[src/hw/rtl/cbdq_pkg.sv]
package cbdq_pkg;

  typedef enum logic [2:0] {
    REQ_PUSH_BACK  = 3'd0,
    REQ_PUSH_FRONT = 3'd1,
    REQ_POP_BACK   = 3'd2,
    REQ_POP_FRONT  = 3'd3,
    REQ_READ_INDEX = 3'd4,
    REQ_CLEAR      = 3'd5
  } cbdq_req_code_t;

  typedef enum logic [1:0] {
    ST_OK        = 2'd0,
    ST_POP_EMPTY = 2'd1,
    ST_PUSH_FULL = 2'd2,
    ST_RANGE     = 2'd3
  } cbdq_status_t;

  typedef enum logic [1:0] {
    D_HOLD,
    D_FROM_LEFT,
    D_FROM_RIGHT,
    D_WRITE_AT
  } cbdq_data_op_t;

  typedef enum logic [1:0] {
    T_HOLD,
    T_LOAD,
    T_SHIFT
  } cbdq_tap_op_t;

  typedef struct packed {
    cbdq_data_op_t data_op;
    cbdq_tap_op_t  tap_op;
  } cbdq_ctl_t;

  typedef struct packed {
    logic [2:0]  req_type;
    logic [31:0] value;
    logic [15:0] position;
  } cbdq_req_t;

  typedef struct packed {
    logic [31:0] read_data;
    logic [31:0] front_value;
    logic [31:0] back_value;
    logic [4:0]  count;
    logic        is_empty;
    logic        is_full;
    logic [1:0]  status;
  } cbdq_rsp_t;

endpackage

[src/hw/rtl/cbdq_if.sv]
interface cbdq_in_if;
  logic                valid;
  logic                ready;
  cbdq_pkg::cbdq_req_t data;

  modport source (output valid, output data, input ready);
  modport sink   (input valid, input data, output ready);
endinterface

interface cbdq_out_if;
  logic                valid;
  logic                ready;
  cbdq_pkg::cbdq_rsp_t data;

  modport source (output valid, output data, input ready);
  modport sink   (input valid, input data, output ready);
endinterface

[src/hw/rtl/cbdq_cell.sv]
module cbdq_cell #(
  parameter int DATA_WIDTH = 32,
  parameter int CNT_W      = 5,
  parameter int IDX        = 0
) (
  input  logic                  clk,
  input  cbdq_pkg::cbdq_ctl_t   ctl,
  input  logic [CNT_W-1:0]      count,
  input  logic [DATA_WIDTH-1:0] push_word,
  input  logic [DATA_WIDTH-1:0] left_data,
  input  logic [DATA_WIDTH-1:0] right_data,
  input  logic [DATA_WIDTH-1:0] right_tap,
  output logic [DATA_WIDTH-1:0] data_o,
  output logic [DATA_WIDTH-1:0] tap_o
);

  logic [DATA_WIDTH-1:0] data_r;
  logic [DATA_WIDTH-1:0] data_nxt;
  logic [DATA_WIDTH-1:0] tap_r;
  logic [DATA_WIDTH-1:0] tap_nxt;

  always_comb begin
    case (ctl.data_op)
      cbdq_pkg::D_HOLD:       data_nxt = data_r;
      cbdq_pkg::D_FROM_LEFT:  data_nxt = left_data;
      cbdq_pkg::D_FROM_RIGHT: data_nxt = right_data;
      cbdq_pkg::D_WRITE_AT:   data_nxt = (count == CNT_W'(IDX)) ? push_word : data_r;
      default:                data_nxt = data_r;
    endcase
  end

  always_comb begin
    case (ctl.tap_op)
      cbdq_pkg::T_HOLD:  tap_nxt = tap_r;
      cbdq_pkg::T_LOAD:  tap_nxt = data_r;
      cbdq_pkg::T_SHIFT: tap_nxt = right_tap;
      default:           tap_nxt = tap_r;
    endcase
  end

  always_ff @(posedge clk) begin
    data_r <= data_nxt;
    tap_r  <= tap_nxt;
  end

  assign data_o = data_r;
  assign tap_o  = tap_r;

endmodule

[src/hw/rtl/circular_buffer_deque_unit.sv]
// Double-ended queue of DEPTH words held in a row of cells, cell 0 at the head.
// in_ch carries one request word (req_type, value, position); out_ch returns
// one result word per request: read data, front and back values, count,
// empty and full flags and status.
// A push at the front shifts every cell one place back; a pop at the front
// shifts every cell one place forward; a push at the back writes the cell at
// the count; a pop at the back or a clear only moves the count.
// The pointer/count update happens at the accept edge. A tap lane in the cells
// is then loaded and walked toward cell 0 one place a cycle, which yields the
// indexed read and the back value.
// One request is in work at a time: no new request is taken until the result
// of the last one has been placed in the output register.
// in_ch.ready is high when no request is in work; a finished result sits in
// the output register and the next request is taken while it waits. When the
// receiver stalls, a second finished result holds until the first is taken.
// Synchronous active-low reset empties the queue and drops any result.
module circular_buffer_deque_unit #(
  parameter int DEPTH      = 16,
  parameter int DATA_WIDTH = 32
) (
  input  logic              clk,
  input  logic              rst_n,
  cbdq_in_if.sink           in_ch,
  cbdq_out_if.source        out_ch
);

  localparam int CNT_W = $clog2(DEPTH + 1);
  localparam int CMP_W = (CNT_W > 16) ? CNT_W : 16;

  typedef enum logic [1:0] {
    S_IDLE,
    S_LOAD,
    S_WALK,
    S_HOLD
  } state_t;

  state_t                       state_r;
  logic [CNT_W-1:0]             count_r;
  logic [CNT_W-1:0]             count_nxt;
  logic [CNT_W-1:0]             step_r;
  logic [15:0]                  pos_r;
  logic                         rd_en_r;
  cbdq_pkg::cbdq_status_t       st_r;
  cbdq_pkg::cbdq_status_t       st_nxt;
  logic                         rd_en_nxt;
  logic [DATA_WIDTH-1:0]        rd_r;
  logic [DATA_WIDTH-1:0]        front_r;
  logic [DATA_WIDTH-1:0]        back_r;
  logic                         out_valid_r;
  cbdq_pkg::cbdq_rsp_t          out_data_r;

  cbdq_pkg::cbdq_ctl_t          ctl;
  logic [DATA_WIDTH-1:0]        push_word;
  logic [DATA_WIDTH-1:0]        data_w [DEPTH];
  logic [DATA_WIDTH-1:0]        tap_w  [DEPTH];

  logic                         accept;
  logic                         full;
  logic                         empty;
  logic                         last_step;
  logic                         slot_free;

  assign in_ch.ready  = (state_r == S_IDLE);
  assign accept       = in_ch.valid && in_ch.ready;
  assign push_word    = DATA_WIDTH'(in_ch.data.value);
  assign full         = (count_r == CNT_W'(DEPTH));
  assign empty        = (count_r == '0);
  assign last_step    = (step_r == count_r - CNT_W'(1));
  assign slot_free    = !out_valid_r || out_ch.ready;

  always_comb begin
    count_nxt    = count_r;
    st_nxt       = cbdq_pkg::ST_OK;
    rd_en_nxt    = 1'b0;
    ctl.data_op  = cbdq_pkg::D_HOLD;
    ctl.tap_op   = cbdq_pkg::T_HOLD;
    if (accept) begin
      case (cbdq_pkg::cbdq_req_code_t'(in_ch.data.req_type))
        cbdq_pkg::REQ_PUSH_BACK: begin
          if (full) begin
            st_nxt = cbdq_pkg::ST_PUSH_FULL;
          end else begin
            ctl.data_op = cbdq_pkg::D_WRITE_AT;
            count_nxt   = count_r + CNT_W'(1);
          end
        end
        cbdq_pkg::REQ_PUSH_FRONT: begin
          if (full) begin
            st_nxt = cbdq_pkg::ST_PUSH_FULL;
          end else begin
            ctl.data_op = cbdq_pkg::D_FROM_LEFT;
            count_nxt   = count_r + CNT_W'(1);
          end
        end
        cbdq_pkg::REQ_POP_BACK: begin
          if (empty) begin
            st_nxt = cbdq_pkg::ST_POP_EMPTY;
          end else begin
            count_nxt = count_r - CNT_W'(1);
          end
        end
        cbdq_pkg::REQ_POP_FRONT: begin
          if (empty) begin
            st_nxt = cbdq_pkg::ST_POP_EMPTY;
          end else begin
            ctl.data_op = cbdq_pkg::D_FROM_RIGHT;
            count_nxt   = count_r - CNT_W'(1);
          end
        end
        cbdq_pkg::REQ_READ_INDEX: begin
          if (CMP_W'(in_ch.data.position) >= CMP_W'(count_r)) begin
            st_nxt = cbdq_pkg::ST_RANGE;
          end else begin
            rd_en_nxt = 1'b1;
          end
        end
        cbdq_pkg::REQ_CLEAR: begin
          count_nxt = '0;
        end
        default: begin
          count_nxt = count_r;
        end
      endcase
    end
    if (state_r == S_LOAD) begin
      ctl.tap_op = cbdq_pkg::T_LOAD;
    end else if (state_r == S_WALK) begin
      ctl.tap_op = cbdq_pkg::T_SHIFT;
    end
  end

  for (genvar i = 0; i < DEPTH; i++) begin : g_cell
    logic [DATA_WIDTH-1:0] left_d;
    logic [DATA_WIDTH-1:0] right_d;
    logic [DATA_WIDTH-1:0] right_t;
    if (i == 0) begin : g_head
      assign left_d = push_word;
    end else begin : g_mid_l
      assign left_d = data_w[i-1];
    end
    if (i == DEPTH - 1) begin : g_tail
      assign right_d = data_w[i];
      assign right_t = tap_w[i];
    end else begin : g_mid_r
      assign right_d = data_w[i+1];
      assign right_t = tap_w[i+1];
    end
    cbdq_cell #(
      .DATA_WIDTH (DATA_WIDTH),
      .CNT_W      (CNT_W),
      .IDX        (i)
    ) u_cell (
      .clk        (clk),
      .ctl        (ctl),
      .count      (count_r),
      .push_word  (push_word),
      .left_data  (left_d),
      .right_data (right_d),
      .right_tap  (right_t),
      .data_o     (data_w[i]),
      .tap_o      (tap_w[i])
    );
  end

  always_ff @(posedge clk) begin
    if (!rst_n) begin
      state_r     <= S_IDLE;
      count_r     <= '0;
      step_r      <= '0;
      out_valid_r <= 1'b0;
      st_r        <= cbdq_pkg::ST_OK;
      rd_en_r     <= 1'b0;
    end else begin
      count_r <= count_nxt;
      if (out_valid_r && out_ch.ready && (state_r != S_HOLD)) begin
        out_valid_r <= 1'b0;
      end
      case (state_r)
        S_IDLE: begin
          if (accept) begin
            st_r    <= st_nxt;
            rd_en_r <= rd_en_nxt;
            pos_r   <= in_ch.data.position;
            state_r <= S_LOAD;
          end
        end
        S_LOAD: begin
          step_r  <= '0;
          rd_r    <= '0;
          front_r <= '0;
          back_r  <= '0;
          state_r <= empty ? S_HOLD : S_WALK;
        end
        S_WALK: begin
          if (step_r == '0) begin
            front_r <= tap_w[0];
          end
          if (rd_en_r && (CMP_W'(step_r) == CMP_W'(pos_r))) begin
            rd_r <= tap_w[0];
          end
          if (last_step) begin
            back_r  <= tap_w[0];
            state_r <= S_HOLD;
          end else begin
            step_r <= step_r + CNT_W'(1);
          end
        end
        S_HOLD: begin
          if (slot_free) begin
            out_valid_r            <= 1'b1;
            out_data_r.read_data   <= 32'(rd_r);
            out_data_r.front_value <= 32'(front_r);
            out_data_r.back_value  <= 32'(back_r);
            out_data_r.count       <= 5'(count_r);
            out_data_r.is_empty    <= empty;
            out_data_r.is_full     <= full;
            out_data_r.status      <= st_r;
            state_r                <= S_IDLE;
          end
        end
        default: begin
          state_r <= S_IDLE;
        end
      endcase
    end
  end

  assign out_ch.valid = out_valid_r;
  assign out_ch.data  = out_data_r;

  a_count_bound: assert property (@(posedge clk) disable iff (!rst_n)
    count_r <= CNT_W'(DEPTH))
    else $error("element count above depth");

  a_full_push_drop: assert property (@(posedge clk) disable iff (!rst_n)
    (accept && full && (in_ch.data.req_type == cbdq_pkg::REQ_PUSH_BACK ||
                        in_ch.data.req_type == cbdq_pkg::REQ_PUSH_FRONT))
    |=> $stable(count_r))
    else $error("push on full changed the count");

  a_pop_front_dec: assert property (@(posedge clk) disable iff (!rst_n)
    (accept && !empty && in_ch.data.req_type == cbdq_pkg::REQ_POP_FRONT)
    |=> (count_r == $past(count_r) - CNT_W'(1)))
    else $error("pop front did not decrement the count");

  a_walk_in_range: assert property (@(posedge clk) disable iff (!rst_n)
    (state_r == S_WALK) |-> (step_r < count_r))
    else $error("tap walk ran past the live elements");

  a_hold_no_accept: assert property (@(posedge clk) disable iff (!rst_n)
    (state_r == S_HOLD && !slot_free) |=> (state_r == S_HOLD && out_valid_r))
    else $error("result lost while the receiver stalls");

endmodule

[src/flat_wrapper.sv]
// flat-port wrapper written by rule: the top's interface ports become plain ports
module circular_buffer_deque_unit_flat 
#(
  parameter int DEPTH      = 16,
  parameter int DATA_WIDTH = 32
)
  (clk, rst_n, in_ch_valid, in_ch_data, in_ch_ready, out_ch_valid, out_ch_data, out_ch_ready);
  cbdq_in_if in_ch_i ();
  cbdq_out_if out_ch_i ();
  input  logic clk;
  input  logic rst_n;
  input wire logic [$bits(in_ch_i.valid)-1:0] in_ch_valid;
  input wire logic [$bits(in_ch_i.data)-1:0] in_ch_data;
  output wire logic [$bits(in_ch_i.ready)-1:0] in_ch_ready;
  output wire logic [$bits(out_ch_i.valid)-1:0] out_ch_valid;
  output wire logic [$bits(out_ch_i.data)-1:0] out_ch_data;
  input wire logic [$bits(out_ch_i.ready)-1:0] out_ch_ready;
  assign in_ch_i.valid = in_ch_valid;
  assign in_ch_i.data = in_ch_data;
  assign in_ch_ready = in_ch_i.ready;
  assign out_ch_valid = out_ch_i.valid;
  assign out_ch_data = out_ch_i.data;
  assign out_ch_i.ready = out_ch_ready;
  circular_buffer_deque_unit #(.DEPTH(DEPTH), .DATA_WIDTH(DATA_WIDTH)) u_core (.clk(clk), .rst_n(rst_n), .in_ch(in_ch_i), .out_ch(out_ch_i));
endmodule
[config.mk]
export PLATFORM = sky130hd
export DESIGN_NAME = circular_buffer_deque_unit_flat
export DESIGN_NICKNAME = d
export VERILOG_FILES = /design/src/hw/rtl/cbdq_pkg.sv /design/src/hw/rtl/cbdq_if.sv /design/src/hw/rtl/cbdq_cell.sv /design/src/hw/rtl/circular_buffer_deque_unit.sv /design/src/flat_wrapper.sv
export SDC_FILE = /design/constraint.sdc
export NUM_CORES = 2
export LEC_CHECK = 0
export ABC_AREA = 1
export ABC_CLOCK_PERIOD_IN_PS = 20400
export BUFFER_PORTS_ARGS = -buffer_cell sky130_fd_sc_hd__buf_2
export CAP_MARGIN = 20
export CELL_PAD_IN_SITES_DETAIL_PLACEMENT = 0
export CELL_PAD_IN_SITES_GLOBAL_PLACEMENT = 1
export CORE_AREA = 10 10 308 310
export CTS_BUF_LIST = sky130_fd_sc_hd__clkbuf_2
export DETAILED_ROUTE_END_ITERATION = 8
export DIE_AREA = 0 0 318 320
export MAX_ROUTING_LAYER = met4
export PLACE_DENSITY = 0.95
export SLEW_MARGIN = 20
export SYNTH_ARGS = -nofsm -noshare
export SYNTH_HDL_FRONTEND = slang
export SYNTH_SLANG_ARGS = --single-unit
[constraint.sdc]
create_clock -name clk -period 20.4 [get_ports clk]
set_input_delay 1.02 -clock clk [delete_from_list [all_inputs] [get_ports clk]]
set_output_delay 1.02 -clock clk [all_outputs]
set_load 0.1 [all_outputs]
==> run metrics <==
H-tree levels=5; status=completed; commonest non-fill, non-tap cell in the layout=edfxtp_1; Worst Path Arrival=6.90 ns; #FFs+latches synth=1257; number of buffers added on ports=161; clock share of power=21.3%; switch share=31.6%; Max Cap Viol=0; r2r startpoint=u_core.state_r[0]; RSZ-0062 raised after global routing=no; leak pwr=20.3 nW; All-Layer GR Usage=21.6%; Syn Nets=3984; final setup fails=0; Die Area=102000 sq um; wire per inst=19.7 um; post-route ant nets=0; CTS tree=built; share of cells above drive strength 1=15.5%; P&R area growth vs syn=8.88%; maximum clock path buffer count=4; reg2reg setup slack=14.63 ns; Synth Flop Type=edfxtp_1; Final Hold Viols=0; largest net degree at the start of global routing=267; cells after synthesis=3911; Startpoint Class=flop; post-CTS sizing=0; clock-pin slew on the worst setup and hold paths=0.12 ns; Core Area=88200 sq um; Fin Hold WS=0.275 ns; CTS buffer count=307; Seq/Total Area, Yosys=73.6%; r2r worst-path depth=12; die height=320 um; TNS Setup=0 ns; Clock Latency Late Sink=1.49 ns; DP Wirelength=60700 um; maximum VDD drop=0.181 mV; crit path launch=u_core.state_r[0]; Initial Util=57.9%; Yosys cell types=33; warnings from Yosys=0; Fmax=173 MHz; Slew @ Worst Pin=1.14 ns; Slew Viols, Final=0; critical path data required time=21.53 ns; die width=318 um; grt ovf=0; part of the power in registers=58.9%; antenna violations before repair=2; hold path cells=2; count of non-filler cells in the finished layout=5549; Post-synth EDFFs=1241; initial drt markers=4256; num rows=109; first-pass GRT wire length=173000 um; DRC=0; most frequent cells in the layout=edfxtp_1 (1241), nand2_1 (617), o21ai_0 (566); asr flop ratio synth=0%; crit path kind=flop to flop; routed wire length=110000 um; Mapped Area=51100 sq um; P_int=4.77 mW; Nets=4287; I/O Pins=162; CTS Sinks=1257; final setup skew=0.127 ns; Vias=32700; dpl cells=5012; relative max-transition margin=22.9%; Avg Cell Area, Syn=13.1 sq um; Switch Pwr=2.21 mW; worst-path maximum fanout=135; min-delay src=in_ch_data[6]; clk root buf=clkbuf_2; Pwr Density=125 nW/um^2; TritonRoute pass-1 iters=6; Critical Path Sink Type=flop; Final period util=28.3%; Via density=5.89; vias in the first global route=31600; setup repair bufs after CTS=0; Tmin final=5.77 ns; Routability Congestion=0.816; min-delay worst type=input pin to flop; Layout Utilization=63.0%; Comb pwr share=19.8%
[cell type report]
cell class              instances  area [sq um]
inverters                     562          2110
fillers                      6293         32600
diodes                          2          5.00
clock inverters                56           264
clock buffers                 421          2110
flip-flops and latches       1257         37600
well taps                    1165          1460
multi-input cells            1828         10300
repair buffers                258          1790
[logic make-up after synthesis]
family / count (synthesis) / share of synthesized area (%)
compound gates: 1043 / 13.5
simple gates: 758 / 5.93
xor+xnor: 9 / 0.154
flops: 1257 / 73.6
fa+ha+maj: 18 / 0.441
buf+inv: 826 / 6.44
[power by group through the flow]
stage | combinational, mW | sequential [mW] | clock, mW
after detailed placement | 1.35 | 4.17 | 0
after global placement | 1.29 | 4.13 | 0
after global routing | 1.53 | 4.18 | 1.66
after CTS | 1.37 | 4.11 | 1.52
after floorplan | 0.898 | 4.48 | 0
final | 1.38 | 4.11 | 1.49
[flip-flops by register name, summed over array words and instances, names as in the netlist, 16 cells and up]
signal and cells:
u_core.back_r 32, u_core.rd_r 32, u_core.front_r 32, u_core.pos_r 16, u_core.g_cell.u_cell.tap_o 512, u_core.out_ch.data 105, u_core.g_cell.u_cell.data_o 512
[what timing repair did]
item / CTS / global route
hold buffers: 54 / 0
endpoints found under the hold margin: 130 / 0
endpoints found under the setup margin: 0 / 0
[routing by layer]
layer  GRT usage, %  vias up  wire length, um
li1               -    15100                -
met4           7.53        0             2220
met2           32.8     1655            52200
met3           4.60      187             9820
met1           28.8    15800            45300
met5              -        -                0
[path summary, 6_finish.rpt]
path	end
worst max-delay path	u_core.g_cell[1].u_cell.data_o[26]
worst max register to register	u_core.g_cell[1].u_cell.data_o[26]
worst min-delay path	u_core.pos_r[6]
worst min register to register	u_core.out_ch.data[97]
[through the flow]
step / power (mW) / instance area [sq um] / worst slack, ns
after CTS: 7.00 / 55500 / 14.46
after detailed placement: 5.52 / 52600 / 14.12
after floorplan: 5.38 / 51100 / 9.15
final: 6.98 / 55600 / 14.63
after global placement: 5.43 / 52600 / 14.28
after global routing: 7.37 / 55600 / 14.39
[Yosys cell counts (3+ instances only)]
master	number	share of area, %
o221ai_1	416	7.1
a21oi_1	19	0.19
dfxtp_1	16	0.63
clkbuf_1	135	0.99
o211ai_1	33	0.48
nand2_1	617	4.5
nor2_1	50	0.37
o21ai_1	3	0.029
o21ai_0	566	5.5
inv_1	558	4.1
edfxtp_1	1241	73
inv_2	3	0.022
nand3_1	55	0.54
nand2_2	26	0.32
ha_1	18	0.44
buf_6	4	0.088
xor2_1	8	0.14
buf_2	125	1.2
[critical path: stages, from the launching register on]
cell      delay [ns]
dfxtp_1         0.38
inv_1           0.19
ha_4            0.18
nand2_1         0.09
inv_1           0.16
nand2_2         0.12
nor2_8          0.61
nand2_8         0.64
nand2_8         0.56
buf_16          0.44
buf_6           0.72
buf_4           0.80
o221ai_1        0.31
Note: power is estimated with default switching activity, not from simulation.
